==> config.mk <==
export PLATFORM = sky130hd
export DESIGN_NAME = double_ended_queue
export DESIGN_NICKNAME = d
export VERILOG_FILES = /design/src/hw/rtl/deq_pkg.sv /design/src/hw/rtl/deq_front.sv /design/src/hw/rtl/deq_back.sv /design/src/hw/rtl/double_ended_queue.sv
export SDC_FILE = /design/constraint.sdc
export NUM_CORES = 1
export LEC_CHECK = 0
export ABC_AREA = 1
export BUFFER_PORTS_ARGS = -buffer_cell sky130_fd_sc_hd__buf_2
export CORE_ASPECT_RATIO = 0.5
export CORE_MARGIN = 2
export CORE_UTILIZATION = 35
export CTS_BUF_LIST = sky130_fd_sc_hd__clkbuf_8
export DETAILED_ROUTE_END_ITERATION = 8
export GPL_ROUTABILITY_DRIVEN = 0
export HOLD_SLACK_MARGIN = 0.02
export PLACE_DENSITY = 0.57
export SLEW_MARGIN = 25
export SYNTH_ARGS = -nofsm -noshare
export SYNTH_HDL_FRONTEND = slang
export SYNTH_SLANG_ARGS = --single-unit
export TNS_END_PERCENT = 100
==> constraint.sdc <==
create_clock -name clk -period 3.9 [get_ports clk]
set_clock_uncertainty 0.05 [all_clocks]
set_input_delay 0 -clock clk [delete_from_list [all_inputs] [get_ports clk]]
set_output_delay 0 -clock clk [all_outputs]
set_load 0.03 [all_outputs]
==> src/hw/rtl/deq_pkg.sv <==
// Package for the double-ended queue: command and status codes, the
// input and result word types, and the classified operation passed
// from the front part to the back part. No dependencies.
`timescale 1ns / 1ps
`default_nettype none

package deq_pkg;

  localparam int unsigned DEQ_CMD_W   = 3;
  localparam int unsigned DEQ_WORD_W  = 32;
  localparam int unsigned DEQ_STAT_W  = 2;
  localparam int unsigned DEQ_COUNT_W = 5;

  // Depth of the operation queue between the front and back parts.
  localparam int unsigned DEQ_Q_DEPTH = 2;
  localparam int unsigned DEQ_Q_IDX_W = 1;

  localparam logic [DEQ_CMD_W-1:0] CMD_PUSH_FRONT = 3'd0;
  localparam logic [DEQ_CMD_W-1:0] CMD_PUSH_BACK  = 3'd1;
  localparam logic [DEQ_CMD_W-1:0] CMD_POP_FRONT  = 3'd2;
  localparam logic [DEQ_CMD_W-1:0] CMD_POP_BACK   = 3'd3;
  localparam logic [DEQ_CMD_W-1:0] CMD_PEEK_FRONT = 3'd4;
  localparam logic [DEQ_CMD_W-1:0] CMD_PEEK_BACK  = 3'd5;

  localparam logic [DEQ_STAT_W-1:0] ST_OK    = 2'd0;
  localparam logic [DEQ_STAT_W-1:0] ST_EMPTY = 2'd1;
  localparam logic [DEQ_STAT_W-1:0] ST_FULL  = 2'd2;

  typedef struct packed {
    logic [DEQ_CMD_W-1:0]  command;
    logic [DEQ_WORD_W-1:0] data_in;
  } deq_in_t;

  typedef struct packed {
    logic [DEQ_WORD_W-1:0]  data_out;
    logic [DEQ_STAT_W-1:0]  status;
    logic [DEQ_COUNT_W-1:0] count;
  } deq_out_t;

  // Classified operation. Neither is_push nor is_read means the command
  // is ignored and only reports the count.
  typedef struct packed {
    logic                  is_push;
    logic                  is_read;
    logic                  removes;
    logic                  at_back;
    logic [DEQ_WORD_W-1:0] word;
  } deq_op_t;

endpackage

`default_nettype wire

==> src/hw/rtl/deq_front.sv <==
// Front part of the double-ended queue: accepts command words, decodes
// them into operations and holds them in a two-entry queue.
// Depends on deq_pkg.
`timescale 1ns / 1ps
`default_nettype none

module deq_front (
  input  wire               clk,
  input  wire               rst_n,
  input  wire               start,
  output logic              busy,
  input  deq_pkg::deq_in_t  in_item,
  output logic              op_valid,
  output deq_pkg::deq_op_t  op,
  input  wire               op_take
);
  import deq_pkg::*;

  deq_op_t                slot_r [DEQ_Q_DEPTH];
  logic [DEQ_Q_IDX_W-1:0] wr_idx_r, wr_idx_nxt;
  logic [DEQ_Q_IDX_W-1:0] rd_idx_r, rd_idx_nxt;
  logic [DEQ_Q_IDX_W:0]   fill_r, fill_nxt;
  logic                   accept;
  logic                   take;
  deq_op_t                dec;

  always_comb begin
    dec         = '0;
    dec.word    = in_item.data_in;
    unique case (in_item.command)
      CMD_PUSH_FRONT: dec.is_push = 1'b1;
      CMD_PUSH_BACK: begin
        dec.is_push = 1'b1;
        dec.at_back = 1'b1;
      end
      CMD_POP_FRONT: begin
        dec.is_read = 1'b1;
        dec.removes = 1'b1;
      end
      CMD_POP_BACK: begin
        dec.is_read = 1'b1;
        dec.removes = 1'b1;
        dec.at_back = 1'b1;
      end
      CMD_PEEK_FRONT: dec.is_read = 1'b1;
      CMD_PEEK_BACK: begin
        dec.is_read = 1'b1;
        dec.at_back = 1'b1;
      end
      default: ;
    endcase
  end

  assign busy     = (fill_r == (DEQ_Q_IDX_W + 1)'(DEQ_Q_DEPTH));
  assign accept   = start && !busy;
  assign op_valid = (fill_r != '0);
  assign op       = slot_r[rd_idx_r];
  assign take     = op_valid && op_take;

  always_comb begin
    wr_idx_nxt = accept ? wr_idx_r + 1'b1 : wr_idx_r;
    rd_idx_nxt = take ? rd_idx_r + 1'b1 : rd_idx_r;
    fill_nxt   = fill_r;
    if (accept && !take) begin
      fill_nxt = fill_r + 1'b1;
    end else if (take && !accept) begin
      fill_nxt = fill_r - 1'b1;
    end
  end

  always_ff @(posedge clk) begin
    if (!rst_n) begin
      wr_idx_r <= '0;
      rd_idx_r <= '0;
      fill_r   <= '0;
    end else begin
      wr_idx_r <= wr_idx_nxt;
      rd_idx_r <= rd_idx_nxt;
      fill_r   <= fill_nxt;
    end
  end

  always_ff @(posedge clk) begin
    if (accept) begin
      slot_r[wr_idx_r] <= dec;
    end
  end

endmodule

`default_nettype wire

==> src/hw/rtl/deq_back.sv <==
// Back part of the double-ended queue: the ring store, both end pointers
// and the count. Executes one operation per cycle and registers the result.
// Depends on deq_pkg.
`timescale 1ns / 1ps
`default_nettype none

module deq_back #(
  parameter int unsigned DEPTH      = 16,
  parameter int unsigned DATA_WIDTH = 32
) (
  input  wire               clk,
  input  wire               rst_n,
  input  wire               op_valid,
  input  deq_pkg::deq_op_t  op,
  output logic              op_take,
  output logic              out_valid,
  output deq_pkg::deq_out_t out_item
);
  import deq_pkg::*;

  localparam int unsigned PTR_W = (DEPTH > 1) ? $clog2(DEPTH) : 1;
  localparam int unsigned CNT_W = $clog2(DEPTH + 1);
  localparam logic [PTR_W-1:0] LAST = PTR_W'(DEPTH - 1);

  logic [DATA_WIDTH-1:0] mem [DEPTH];
  logic [DATA_WIDTH-1:0] rd_r;
  logic [PTR_W-1:0]      front_r, front_nxt;
  logic [PTR_W-1:0]      back_r, back_nxt;
  logic [CNT_W-1:0]      cnt_r, cnt_nxt;
  logic                  out_valid_r;
  logic                  has_data_r;
  logic [DEQ_STAT_W-1:0] status_r, status;
  logic [CNT_W-1:0]      cnt_out_r;
  logic                  wr_en, rd_en;
  logic [PTR_W-1:0]      addr;
  logic [PTR_W-1:0]      front_prev, front_next, back_prev, back_next;
  logic                  full, empty;
  logic [DATA_WIDTH-1:0] word;
  logic [63:0]           rd_wide;

  // The back part never stalls, so every queued operation runs at once.
  assign op_take = op_valid;

  assign front_prev = (front_r == '0) ? LAST : front_r - 1'b1;
  assign front_next = (front_r == LAST) ? '0 : front_r + 1'b1;
  assign back_prev  = (back_r == '0) ? LAST : back_r - 1'b1;
  assign back_next  = (back_r == LAST) ? '0 : back_r + 1'b1;
  assign full       = (cnt_r == CNT_W'(DEPTH));
  assign empty      = (cnt_r == '0);
  assign word       = DATA_WIDTH'(op.word);

  always_comb begin
    wr_en     = 1'b0;
    rd_en     = 1'b0;
    addr      = front_r;
    front_nxt = front_r;
    back_nxt  = back_r;
    cnt_nxt   = cnt_r;
    status    = ST_OK;
    if (op.is_push) begin
      if (full) begin
        status = ST_FULL;
      end else begin
        wr_en   = 1'b1;
        cnt_nxt = cnt_r + 1'b1;
        if (op.at_back) begin
          addr     = back_r;
          back_nxt = back_next;
        end else begin
          addr      = front_prev;
          front_nxt = front_prev;
        end
      end
    end else if (op.is_read) begin
      if (empty) begin
        status = ST_EMPTY;
      end else begin
        rd_en = 1'b1;
        if (op.at_back) begin
          addr = back_prev;
          if (op.removes) begin
            back_nxt = back_prev;
            cnt_nxt  = cnt_r - 1'b1;
          end
        end else begin
          addr = front_r;
          if (op.removes) begin
            front_nxt = front_next;
            cnt_nxt   = cnt_r - 1'b1;
          end
        end
      end
    end
  end

  always_ff @(posedge clk) begin
    if (!rst_n) begin
      front_r     <= '0;
      back_r      <= '0;
      cnt_r       <= '0;
      out_valid_r <= 1'b0;
    end else begin
      out_valid_r <= op_valid;
      if (op_valid) begin
        front_r <= front_nxt;
        back_r  <= back_nxt;
        cnt_r   <= cnt_nxt;
      end
    end
  end

  always_ff @(posedge clk) begin
    if (op_valid) begin
      has_data_r <= rd_en;
      status_r   <= status;
      cnt_out_r  <= cnt_nxt;
    end
  end

  always_ff @(posedge clk) begin
    if (op_valid && wr_en) begin
      mem[addr] <= word;
    end
    if (op_valid && rd_en) begin
      rd_r <= mem[addr];
    end
  end

  assign rd_wide           = 64'(rd_r);
  assign out_valid         = out_valid_r;
  assign out_item.data_out = has_data_r ? rd_wide[DEQ_WORD_W-1:0] : '0;
  assign out_item.status   = status_r;
  assign out_item.count    = DEQ_COUNT_W'(cnt_out_r);

endmodule

`default_nettype wire

==> src/hw/rtl/double_ended_queue.sv <==
// Top level of the double-ended queue: front decode and queue, back
// execution with the ring store, and interface assertions.
// Depends on deq_pkg, deq_front and deq_back.
//
//   Channel   Ports                        Transfer
//   input     start, busy, in_item         start high and busy low at a rising edge
//   result    out_valid, out_item          out_valid high for one cycle, always taken
//
// Each word is decoded into the front queue at acceptance, executed by the
// back part on the next edge, and its result is held in the back part's
// output registers. One word per cycle is sustained; the back part runs one
// operation per cycle on the store's single read/write port.
// Reset (rst_n low, synchronous) empties the queue and clears both pointers
// and the count. The receiver cannot stall; busy rises only if the front
// queue fills.
`timescale 1ns / 1ps
`default_nettype none

module double_ended_queue #(
  parameter int unsigned DEPTH      = 16,
  parameter int unsigned DATA_WIDTH = 32
) (
  input  wire               clk,
  input  wire               rst_n,
  input  wire               start,
  output logic              busy,
  input  deq_pkg::deq_in_t  in_item,
  output logic              out_valid,
  output deq_pkg::deq_out_t out_item
);
  import deq_pkg::*;

  logic    op_valid;
  logic    op_take;
  deq_op_t op;

  deq_front u_front (
    .clk      (clk),
    .rst_n    (rst_n),
    .start    (start),
    .busy     (busy),
    .in_item  (in_item),
    .op_valid (op_valid),
    .op       (op),
    .op_take  (op_take)
  );

  deq_back #(
    .DEPTH      (DEPTH),
    .DATA_WIDTH (DATA_WIDTH)
  ) u_back (
    .clk       (clk),
    .rst_n     (rst_n),
    .op_valid  (op_valid),
    .op        (op),
    .op_take   (op_take),
    .out_valid (out_valid),
    .out_item  (out_item)
  );

  // Every accepted word gives its result on out_valid.
  a_result_follows: assert property (@(posedge clk) disable iff (!rst_n)
    (start && !busy) |-> ##2 out_valid)
    else $error("accepted word produced no result");

  a_no_spurious: assert property (@(posedge clk) disable iff (!rst_n)
    !(start && !busy) |-> ##2 !out_valid)
    else $error("result without an accepted word");

  a_full_count: assert property (@(posedge clk) disable iff (!rst_n)
    (out_valid && out_item.status == ST_FULL) |->
      (out_item.count == DEQ_COUNT_W'(DEPTH) && out_item.data_out == '0))
    else $error("full status with wrong count or data");

  a_empty_count: assert property (@(posedge clk) disable iff (!rst_n)
    (out_valid && out_item.status == ST_EMPTY) |->
      (out_item.count == '0 && out_item.data_out == '0))
    else $error("empty status with wrong count or data");

endmodule

`default_nettype wire

# After elaboration in Yosys (flattened, before gate mapping)
# Memories as Yosys holds them, arrays and structs flattened. A register that Yosys moved wholly into a read port is not among the register bits.
# Index checks and enable logic that the tools add are counted.
[totals] memories=2 out_inout_bits=41 latch_bits=0 reg_bits=26 inputBits=38 ram_bits=584 mem_bits_ro=0
[mem_list] name="u_back.mem" depth=16 width=32 read_ports=1 rd_clocked_by_memory_dff=1 write_ports=1 line_no="deq_back.sv:25" text="logic [DATA_WIDTH-1:0] mem [DEPTH];"
[mem_list] name="u_front.slot_r" depth=2 width=36 read_ports=1 rd_clocked_by_memory_dff=1 write_ports=1 line_no="deq_front.sv:19" text="deq_op_t slot_r [DEQ_Q_DEPTH];"
[op_classes] n_addsub=10 n_eq_ne=14 n_shift=0 n_reduce_logical=23 n_mux=51 div=0 n_bitwise=0 multipliers=0 order_cmp=0
[op_table] operator="$mux 4" count=24
[op_table] operator="$mux 32" count=1
[op_table] operator="$mux 5" count=5
[op_table] operator="$mux 1" count=16
[op_table] operator="$reduce_and 7->1" count=2
[op_table] operator="$mux 2" count=5
[op_table] operator="$reduce_bool 2->1" count=5
[op_table] operator="$add 4x1->4 const B" count=2
[op_table] operator="$eq 4x4->1 const B" count=2
[op_table] operator="$logic_not 4->1" count=2
[op_table] operator="$ne 2x2->1 const B" count=4
[op_table] operator="$sub 4x1->4 const B" count=2
[op_table] operator="$eq 3x2->1 const B" count=2
[op_table] operator="$eq 3x3->1 const B" count=2
[op_table] operator="$add 5x1->5 const B" count=1
[op_table] operator="$eq 5x5->1 const B" count=1
[op_table] operator="$logic_and 1x1->1" count=5
[op_table] operator="$logic_not 5->1" count=1
[op_table] operator="$sub 5x1->5 const B" count=1
[op_table] operator="$reduce_or 2->1" count=2
[op_table] operator="$reduce_or 4->1" count=1
[op_table] operator="$eq 3x1->1 const B" count=1
[op_table] operator="$logic_not 1->1" count=3
[op_table] operator="$logic_not 3->1" count=1
[op_table] operator="other kinds (6)" count=7

# Logic depth before layout (Yosys ltp)
# Gate-level depths: netlist of run 1.
[logic_depth] depth_word=7 mapped_depth=19

# Cells and area by module
# Synthesis of run 1 repeated with hierarchy kept, for this count alone.
[hier_totals] hier_cells=2566 hier_area_um2=27627.7
[modules_own_cells] module="deq_back" cells_each=2412 area_each_um2=24591.1 n_inst=1 seq_area_each_um2=16856.2
[modules_own_cells] module="deq_front" cells_each=154 area_each_um2=3036.7 n_inst=1 seq_area_each_um2=2262.2

# Least setup slack after synthesis of run 1
# OpenSTA, ideal clock, no wires.
[synth_path] path_type="register to register" startpoint="reg (tool-made name)" endpoint="reg u_back.rd_r[0] (read register of u_back.mem) (enable)" path_buffers=2 path_stages_with_launch=7 required_ns=3.389 period_less_slack_ns=3.708 arrival_ns=3.197 slack_ns=0.192 setup_ns=0.461 cell_sequence="dfxtp_1 > inv_2 > nand2_1 > nand2_1 > buf_2 > buf_1 > nor3_1"
[synth_lines] element="end: declaration" line_no="deq_back.sv:26" text="logic [DATA_WIDTH-1:0] rd_r;"

==> run_results.csv, run 1 <==
group,metric,value,unit
run_status,outcome,"finished, final reports clean",
routing,wire_per_inst,18.1,microns
flow_run,cap_violations,0,
worst_setup_path,cp.arrival,3.94,ns
worst_setup_path,crit_chain,"inv_2, buf_4, nand2_2, nand2_2, nand3_2, nand2_1, nand3_4, nand2_8, nand3_1, nor2_4, buf_12",
yosys,synthesis.nets,2681,
global_routing,grt_pass1_wl,109000,microns
clock_network,insertion_delay,0.70,ns
yosys,yosysSeqAreaShare,69.5,%
floorplanning,die_w,400,microns
timing,setup_tns,0,ns
yosys,yosysWarnings,0,
clock_network,cts_max_level,3,
yosys,synth_top_area_share,68.2,%
layout,drive_gt1_share,10.1,%
routing,first_pass_iters,5,
floorplanning,coreArea,77500,sq um
floorplanning,design.portCount,79,
timing,setup_viol,0,
timing,max_slew_margin,34.0,%
layout,area.growth.synth_to_final,14.9,%
routing,wirelength,71100,microns
global_routing,antenna_found_initial,0,
worst_setup_path,critPathMaxStageDelay,0.67,ns
global_routing,use_met1,24.7,%
layout,n_antenna_cell,0,
routing,ant_nets,0,
timing,hold_violations,0,
worst_setup_path,cp_top_family,"simple AND/OR/NAND/NOR gates",
timing,period_minus_slack,3.62,ns
worst_setup_path,cp_data_required_time,4.22,ns
worst_setup_path,cp_max_fo,37,
floorplanning,rows,72,
global_routing,grt_pass1_vias,18500,
timing,fmax,276,MHz
placed_design,dp_cells,3666,
timing,fin_crit_sh,92.8,%
worst_setup_path,crit_buf_inv,3,
global_routing,met2_usage,28.4,%
global_routing,grt_max_degree,180,
clock_network,clockBufferDepth,3,
floorplanning,dieArea,80900,sq um
clock_network,ctsResizeCount,0,
global_routing,gr-usage-all-layers,17.5,%
clock_network,cts_tree,"done",
yosys,syn_inst,2636,
yosys,synth-seq-cells,643,
timing,worst_pin_slew,0.990,ns
routing,vias_per_cell,4.79,
floorplanning,die_height,202,microns
timing,fin_hold_ws,0.152,ns
yosys,ys_types,34,
layout,finalNetCount,2846,
timing,rsz0062_at_grt,"false",
worst_hold_path,hp-class,"input port to flip-flop",
global_routing,grt-ovfl-total,0,
worst_setup_path,crit_type,"flip-flop to flip-flop",
routing,drc,0,
timing,slew_violations,0,
clock_network,cts_root_buf,"clkbuf_8",
layout,nFillCells,7403,
global_routing,grt-busiest-layer,"met2",
floorplanning,start_util,35.5,%
global_routing,met3_usage,2.89,%
yosys,synth_area,27500,sq um
routing,drt_iter0_drc,1435,
placed_design,dp_hpwl,37400,microns
clock_network,clock-sinks,643,
placed_design,portBuffers,78,
clock_network,cts.clk_slew.worst_paths,0.06,ns
worst_setup_path,cp-start-kind,"flip-flop",
worst_setup_path,crit_slowest_cell,"nor2_4",
yosys,syn_area_per_cell,10.4,sq um
clock_network,cts_buffers,97,
worst_setup_path,critPathMostFrequentCell,"nand2_2",
routing,via_count,18800,
layout,finalNonFillerCells,3918,
worst_setup_path,endpoint_kind,"flip-flop",
yosys,yosys-top-cells-area,"edfxtp_1, nand2_1, nand3_1, inv_1, buf_2",
yosys,synth_area_leader_cell,"edfxtp_1",
## cell usage in the layout (no fill, tap or decap), types with 7 or more instances in the layout
master / instances
clkbuf_8: 99
buf_4: 46
xor2_1: 7
inv_2: 7
nor2_1: 23
nand3_1: 274
clkinv_2: 13
dfxtp_1: 18
dlygate4sd3_1: 72
a21oi_1: 23
o21ai_0: 26
buf_2: 78
nor2_4: 22
nand2_1: 1296
ha_1: 7
inv_1: 162
buf_12: 10
clkinv_1: 33
edfxtp_1: 624
## kinds of logic (layout without fill, tap and decap cells)
logic type	count (synthesis)	in the layout	synth area share [%]
AO/OA/AOI/OAI	66	66	1.32
XOR/XNOR	10	10	0.319
adder cells (fa/ha/maj)	7	7	0.319
buffers and inverters	280	526	4.77
flip-flops	643	643	69.5
AND/OR/NAND/NOR	1630	1630	23.7
## synthesized netlist by cell type
| library cell | n |
|---|---|
| nor3_1 | 3 |
| a21boi_0 | 2 |
| buf_6 | 13 |
| a31oi_1 | 2 |
| inv_1 | 131 |
| a22oi_1 | 2 |
| a21oi_1 | 23 |
| o31ai_1 | 1 |
| dfxtp_1 | 19 |
| nor2_4 | 2 |
| buf_4 | 13 |
| nand3_1 | 274 |
| buf_1 | 4 |
| o21ai_0 | 26 |
| nand3_2 | 3 |
| o211ai_1 | 2 |
| edfxtp_1 | 624 |
| a211oi_1 | 1 |
| nand2_2 | 2 |
| nand2_1 | 1297 |
| ha_1 | 7 |
| or2_2 | 1 |
| inv_2 | 8 |
| nand4_1 | 4 |
| nand2_4 | 1 |
| o221ai_1 | 1 |
| xor2_1 | 7 |
| xnor2_1 | 3 |
| o21ai_1 | 5 |
| nor2_1 | 43 |
| clkbuf_2 | 1 |
| a32o_1 | 1 |
| buf_2 | 89 |
| clkbuf_1 | 21 |
## worst paths after layout
path | from | end | slack (ns) | cells past startpoint
max | flip-flop | u_back.mem[8][10] | 0.28 | 11
min | in_item[34] | u_front.slot_r[1][33] | 0.15 | 3
max reg2reg | flip-flop | u_back.mem[8][10] | 0.28 | 11
min reg2reg | u_front.rd_idx_r | flip-flop | 0.41 | 1
## per-stage QoR
step | cell area (sq um) | setup WS (ns) | util, %
6_report | 31600 | 0.283 | 40.8
5_1_grt | 31600 | 0.0897 | 40.8
4_1_cts | 31600 | 0.270 | 40.8
3_5_place_dp | 29100 | 0.295 | 37.6
3_3_place_gp | 29100 | 0.367 | 37.6
2_1_floorplan | 27500 | 0.192 | -
## routing by layer
| metal | wire (microns) | vias up |
|---|---|---|
| met5 | 0 | - |
| met3 | 4490 | 81 |
| met1 | 33100 | 9045 |
| li1 | - | 9066 |
| met4 | 1070 | 0 |
| met2 | 32400 | 567 |
## layout make-up
cell class	instances	area, sq um	area share, %
sequential	643	19100	60.5
tap	1036	1300	4.10
inverter	139	524	1.66
clock buffer	99	1360	4.31
timing repair buffer	207	1680	5.33
clock inverter	81	358	1.13
multi-input combinational	1713	7240	22.9
## sequential cells by signal (all words and copies together) (netlist names), named ones only
signal	cells
u_back.status_r	2
u_back.mem	512
u_back.rd_r	32
u_back.cnt_out_r	5
u_back.out_valid	1
u_back.back_r	4
u_back.has_data_r	1
u_back.cnt_r	5
u_front.wr_idx_r	1
u_front.slot_r	72
u_front.fill_r	2
u_front.rd_idx_r	1
u_back.front_r	4
## tightest hold or removal path, delay by kind of cell
family	cells	cell delay, ns
buffers and inverters	2	0.65
AND/OR/NAND/NOR	1	0.06
## repair_timing
action                                 4_1_cts  5_1_grt
buffers inserted                             0        0
endpoints found under the hold margin       97        0
hold buffers                                72        0
Power of run 1 is left out: the tool's default activity adds up to more than one toggle a clock period on the data nets, which glitch-free logic cannot reach.
==> run 2, diff against run 1 <==
CORE_ASPECT_RATIO = default   (was 0.5)
==> run 2 against run 1 <==
  * Fmax up 2.3%
  * Highest routed layer unchanged
  * Register-to-register slack gained 0.08 ns
  * Cell area grew 0.28%
  * Die area down 0.17%
  * Cell count barely moved
==> run_results.csv, run 2 (synthesis results as in run 1) <==
group,metric,value,unit
global_routing,antenna_found_initial,1,
global_routing,grt_max_degree,131,
timing,worst_pin_slew,1.02,ns
worst_setup_path,endpoint_kind,"flip-flop",
timing,fin_hold_ws,0.206,ns
routing,first_pass_iters,6,
worst_setup_path,cp.depth,11,
timing,period_minus_slack,3.54,ns
clock_network,cts_max_level,3,
timing,max_slew_margin,32.1,%
worst_setup_path,crit_type,"flip-flop to flip-flop",
routing,wirelength,71000,microns
worst_setup_path,crit_slowest_cell,"dfxtp_2",
clock_network,post_cts.repair.setup_buffers,0,
timing,hold_violations,0,
layout,drive_gt1_share,10.4,%
routing,drc,0,
floorplanning,dieArea,80800,sq um
worst_setup_path,crit_buf_inv,4,
worst_hold_path,hold_depth,3,
layout,post-route-util,40.8,%
flow_run,cap_violations,0,
placed_design,dp_hpwl,37800,microns
layout,final_cell_mix,"nand2_1, edfxtp_1, nand3_1, inv_1, clkbuf_8",
routing,wire_per_inst,18.1,microns
layout,final_cell_area,31700,sq um
floorplanning,start_util,35.4,%
layout,layout_commonest_cell,"nand2_1",
floorplanning,coreArea,77600,sq um
worst_setup_path,cp_top_family,"simple AND/OR/NAND/NOR gates",
timing,setup_viol,0,
worst_setup_path,cp.arrival,3.85,ns
global_routing,grt_pass1_vias,18600,
floorplanning,die_w,284,microns
timing,fin_crit_sh,90.7,%
routing,via_count,18900,
floorplanning,design.portCount,79,
floorplanning,rows,102,
routing,vias_per_cell,4.83,
timing,fmax,283,MHz
layout,largestRegisters,"u_back.mem (512), u_front.slot_r (72), u_back.rd_r (32)",
clock_network,cts.clk_slew.worst_paths,0.07,ns
clock_network,cts_root_buf,"clkbuf_8",
layout,largest_register_ffs,512,
floorplanning,die_height,284,microns
placed_design,portBuffers,78,
global_routing,grt-ovfl-total,0,
routing,ant_nets,0,
worst_setup_path,cp_max_fo,25,
global_routing,gr-usage-all-layers,17.3,%
global_routing,grt_pass1_wl,108000,microns
clock_network,cts_tree,"done",
clock_network,cts_buffers,98,
timing,slew_violations,0,
clock_network,insertion_delay,0.69,ns
worst_setup_path,cp_data_required_time,4.21,ns
worst_setup_path,critPathMaxStageDelay,0.53,ns
layout,finalNetCount,2845,
routing,drt_iter0_drc,1828,
timing,rsz0062_at_grt,"false",
timing,setup_tns,0,ns
run_status,outcome,"finished, final reports clean",
clock_network,clockBufferDepth,3,
placed_design,placed_area,29200,sq um
worst_hold_path,hold_path.startpoint,"in_item[34]",
worst_setup_path,crit_chain,"inv_2, nand2_1, nand2_1, buf_4, nand3_1, nor2_1, nor2_4, buf_4, nand4_1, nor2_4, buf_12",
layout,area.growth.synth_to_final,15.2,%
clock_network,clock-sinks,643,
worst_hold_path,hp-class,"input port to flip-flop",
worst_setup_path,reg2regPathDepth,11,
worst_setup_path,cp-start-kind,"flip-flop",
layout,largest_register,"u_back.mem",
[run 2: changes by cell type in the layout (fill, tap and decap cells not counted), sizes merged]
cell,delta
clkinv,-8
clkbuf,+3
bufinv,+2
diode,+2
dlygate4sd3,-2
inv,-2
[run 2: layer usage]
layer	vias to the layer above	share of wire [%]	track usage [%]	wire [microns]
met4	0	2.9	6.83	2070
li1	9056	-	-	-
met2	644	48	29.5	34200
met1	9068	43	22.1	30200
met3	139	6.4	2.82	4530
met5	-	0	0	0
[run 2: cell type report]
type | instances | area, sq um
diodes | 2 | 5.00
clock buffers | 102 | 1400
clock inverters | 73 | 394
fillers | 7569 | 45900
inverters | 139 | 524
multi-input cells | 1713 | 7240
flip-flops and latches | 643 | 19100
well taps | 1040 | 1300
repair buffers | 205 | 1680
[run 2: worst reg2reg max path, cell delays in order (launching register included)]
cell     delay (ns)
dfxtp_2        0.53
inv_2          0.08
nand2_1        0.06
nand2_1        0.28
buf_4          0.31
nand3_1        0.09
nor2_1         0.07
nor2_4         0.17
buf_4          0.27
nand4_1        0.48
nor2_4         0.51
buf_12         0.31
[run 2: timing repair]
action | 4_1_cts | 5_1_grt
endpoints found under the setup margin | 0 | 0
hold buffers | 70 | 0
resized for setup | 0 | 0
endpoints found under the hold margin | 91 | 0
[run 2: per-stage QoR]
stage	cells	setup slack, ns
global route	3916	0.0625
global placement	3668	0.445
CTS	3915	0.360
floorplan	2636	0.192
finish	3917	0.363
detailed placement	3670	0.368
[run 2: worst paths after layout]
path                            slack, ns                    end
worst max-delay path                 0.36     u_back.mem[15][19]
worst min-delay path                 0.21  u_front.slot_r[1][33]
worst max register to register       0.36     u_back.mem[15][19]
worst min register to register       0.40              flip-flop
Power of run 2 is left out for the same reason.
==> run 3, diff against run 2 <==
ABC_AREA = default   (was 1)
==> run 3 against run 2 <==
  * Global-route usage decreased by 1.2 points
  * Sequential share of layout area grew 2.6 points
  * Fmax rose by 0.32%
  * Hold slack lost 0.029 ns
  * Non-clock buffer count increased by 18
  * Register-to-register slack about the same
  * Utilization up 0.90 points
  * Routed wire length shrank 15%
  * Critical path depth is the same
  * Sequential cell count unchanged
  * Clock-buffer cell count grew 3
  * Critical endpoint is now u_back.mem[12][20]
  * Largest cell class unchanged
==> run_results.csv, run 3 <==
group,metric,value,unit
placed_design,portBuffers,78,
layout,post-route-util,41.7,%
timing,worst_pin_slew,0.924,ns
routing,drt_iter0_drc,976,
timing,fin_hold_ws,0.177,ns
power,p_clk_share,22.3,%
layout,finalNetCount,1925,
routing,drc,0,
timing,fmax,284,MHz
routing,wire_per_inst,20.6,microns
worst_setup_path,cp_data_required_time,4.23,ns
clock_network,cts_max_level,3,
worst_setup_path,cp-start-kind,"flip-flop",
power,switching_share,36.1,%
floorplanning,start_util,35.3,%
routing,ant_nets,0,
timing,slew_violations,0,
routing,vias_per_cell,5.07,
yosys,synth-seq-cells,643,
yosys,synth_area_leader_cell,"edfxtp_1",
global_routing,grt_pass1_vias,15100,
run_status,outcome,"finished, final reports clean",
timing,hold_violations,0,
worst_setup_path,crit_slowest_cell,"nor4b_2",
clock_network,cts_buffers,103,
layout,final_cell_area,30400,sq um
worst_setup_path,cp.arrival,3.85,ns
worst_setup_path,crit_buf_inv,3,
clock_network,cts_tree,"done",
yosys,synth_ff_type,"edfxtp_1",
yosys,yosysWarnings,0,
flow_run,cap_violations,0,
floorplanning,coreArea,72800,sq um
clock_network,cts_root_buf,"clkbuf_8",
global_routing,gr-usage-all-layers,16.1,%
clock_network,clock-sinks,643,
yosys,syn_inst,1657,
yosys,yosysSeqAreaShare,74.4,%
power,power,23.1,mW
yosys,synthesis.nets,1702,
yosys,yosysMostFrequentCell,"edfxtp_1",
layout,largest_register,"u_back.mem",
timing,setup_viol,0,
power,switchingPower,8.33,mW
clock_network,clockBufferDepth,3,
timing,max_slew_margin,38.4,%
routing,wirelength,60300,microns
global_routing,grt_pass1_wl,91400,microns
clock_network,cts.clk_slew.worst_paths,0.06,ns
worst_setup_path,endpoint_kind,"flip-flop",
timing,period_minus_slack,3.53,ns
power,p_seq_share,39.7,%
power,p_per_area,760,nW/um^2
floorplanning,die_height,275,microns
layout,largestRegisters,"u_back.mem (512), u_front.slot_r (72), u_back.rd_r (32)",
routing,first_pass_iters,6,
placed_design,placed_area,27900,sq um
worst_setup_path,crit_chain,"inv_1, ha_1, nor4b_2, or2_1, nor2_2, mux2i_1, mux2_2, nor2_4, inv_1, nor2_4, buf_4",
power,irDropWorstVdd,0.586,mV
layout,largest_register_ffs,512,
power,p_comb_share,38.0,%
worst_setup_path,critPathMaxStageDelay,0.47,ns
power,p_int,14.8,mW
layout,layout_commonest_cell,"edfxtp_1",
yosys,syn_area_per_cell,15.5,sq um
timing,rsz0062_at_grt,"false",
clock_network,insertion_delay,0.69,ns
floorplanning,rows,99,
yosys,synth-edff-count,624,
clock_network,post_cts.repair.setup_buffers,0,
yosys,ys_types,57,
worst_setup_path,cp_max_fo,14,
worst_setup_path,cp_top_family,"simple AND/OR/NAND/NOR gates",
yosys,yosys-top-cells-area,"edfxtp_1, nand2_1, mux2_2, a211oi_1, mux2i_1",
layout,drive_gt1_share,19.4,%
floorplanning,die_w,275,microns
placed_design,dp_hpwl,34400,microns
layout,area.growth.synth_to_final,18.2,%
floorplanning,dieArea,75600,sq um
yosys,synth_area,25700,sq um
timing,fin_crit_sh,90.4,%
worst_setup_path,crit_type,"flip-flop to flip-flop",
yosys,async_flop_share,0,%
layout,final_cell_mix,"edfxtp_1, nand2_1, clkbuf_8, a211oi_1, and2_1",
routing,via_count,14800,
global_routing,grt_max_degree,97,
global_routing,antenna_found_initial,1,
floorplanning,design.portCount,79,
clock_network,ctsResizeCount,0,
yosys,synth_top_area_share,72.9,%
power,power_leakage,10.3,nW
yosys,synth_commonest_cells,"edfxtp_1, nand2_1, a211oi_1",
global_routing,grt-ovfl-total,0,
worst_hold_path,hp-class,"input port to flip-flop",
[run 3: cell count changes after synthesis, sizes merged, moves of 33 or more]
cell,delta
clkbuf,+33
inv,-125
a211oi,+99
nand3,-270
mux2i,+70
a31oi,+62
buf,-69
nand2,-1084
and2,+138
and3,+34
mux2,+68
[run 3: cell type report]
type,instances,area (sq um)
Multi-Input combinational cell,895,6200
Antenna cell,1,2.50
Clock inverter,82,383
Inverter,14,52.6
Sequential cell,643,19100
Tap cell,959,1200
Clock buffer,105,1450
Timing Repair Buffer,223,1980
Fill cell,6630,42500
[run 3: timing repair]
item / in CTS / in global routing
hold buffers: 70 / 0
setup endpoints to repair: 0 / 0
endpoints found under the hold margin: 94 / 0
[run 3: routing by layer]
layer	GRT usage (%)	routed length [microns]	vias to the layer above
li1	-	-	6850
met1	20.6	25700	7480
met2	27.3	29900	401
met3	2.96	3260	83
met4	5.79	1420	0
met5	0	0	-
[run 3: worst reg2reg max path, delay by kind of cell (launching register included)]
| kind | cells | cell delay (ns) |
|---|---|---|
| fa+ha+maj | 1 | 0.22 |
| flops | 1 | 0.37 |
| simple gates | 5 | 1.47 |
| buf+inv | 3 | 0.66 |
| mux | 2 | 0.46 |
[run 3: metrics by stage]
step	setup TNS (ns)	setup WS, ns	cells
after floorplan	-52.40	-0.409	1657
after global placement	0	0.409	2664
after detailed placement	0	0.323	2664
after CTS	0	0.332	2921
after global routing	0	0.149	2922
final	0	0.374	2922
[run 3: power groups by stage]
stage	Sequential, mW	Clock, mW	Combinational, mW
after floorplan	9.26	0	5.98
after global placement	9.30	0	8.64
after detailed placement	9.31	0	8.83
after CTS	9.17	5.32	8.89
after global routing	9.22	5.62	9.60
final	9.17	5.15	8.77
[run 3: final timing paths]
| check | start | to | slack [ns] | cells after the start |
|---|---|---|---|---|
| setup / recovery | u_back.cnt_r[0] | u_back.mem[12][20] | 0.37 | 11 |
| hold / removal | in_item[34] | u_front.slot_r[1][33] | 0.18 | 3 |
| setup reg to reg | u_back.cnt_r[0] | u_back.mem[12][20] | 0.37 | 11 |
| hold reg to reg | u_front.rd_idx_r | flip-flop | 0.45 | 2 |
[run 3: cell families (layout without fill, tap and decap cells)]
family          after synthesis  after routing  synth area share [%]
simple gates                458            458                  8.78
buf+inv                     119            424                  2.18
other cells                   0              1                     0
compound gates              280            280                  8.20
fa+ha+maj                     7              7                 0.341
xor+xnor                     12             12                 0.409
flops                       643            643                  74.4
mux                         138            138                  5.72
(Power assumes the default switching activity.)
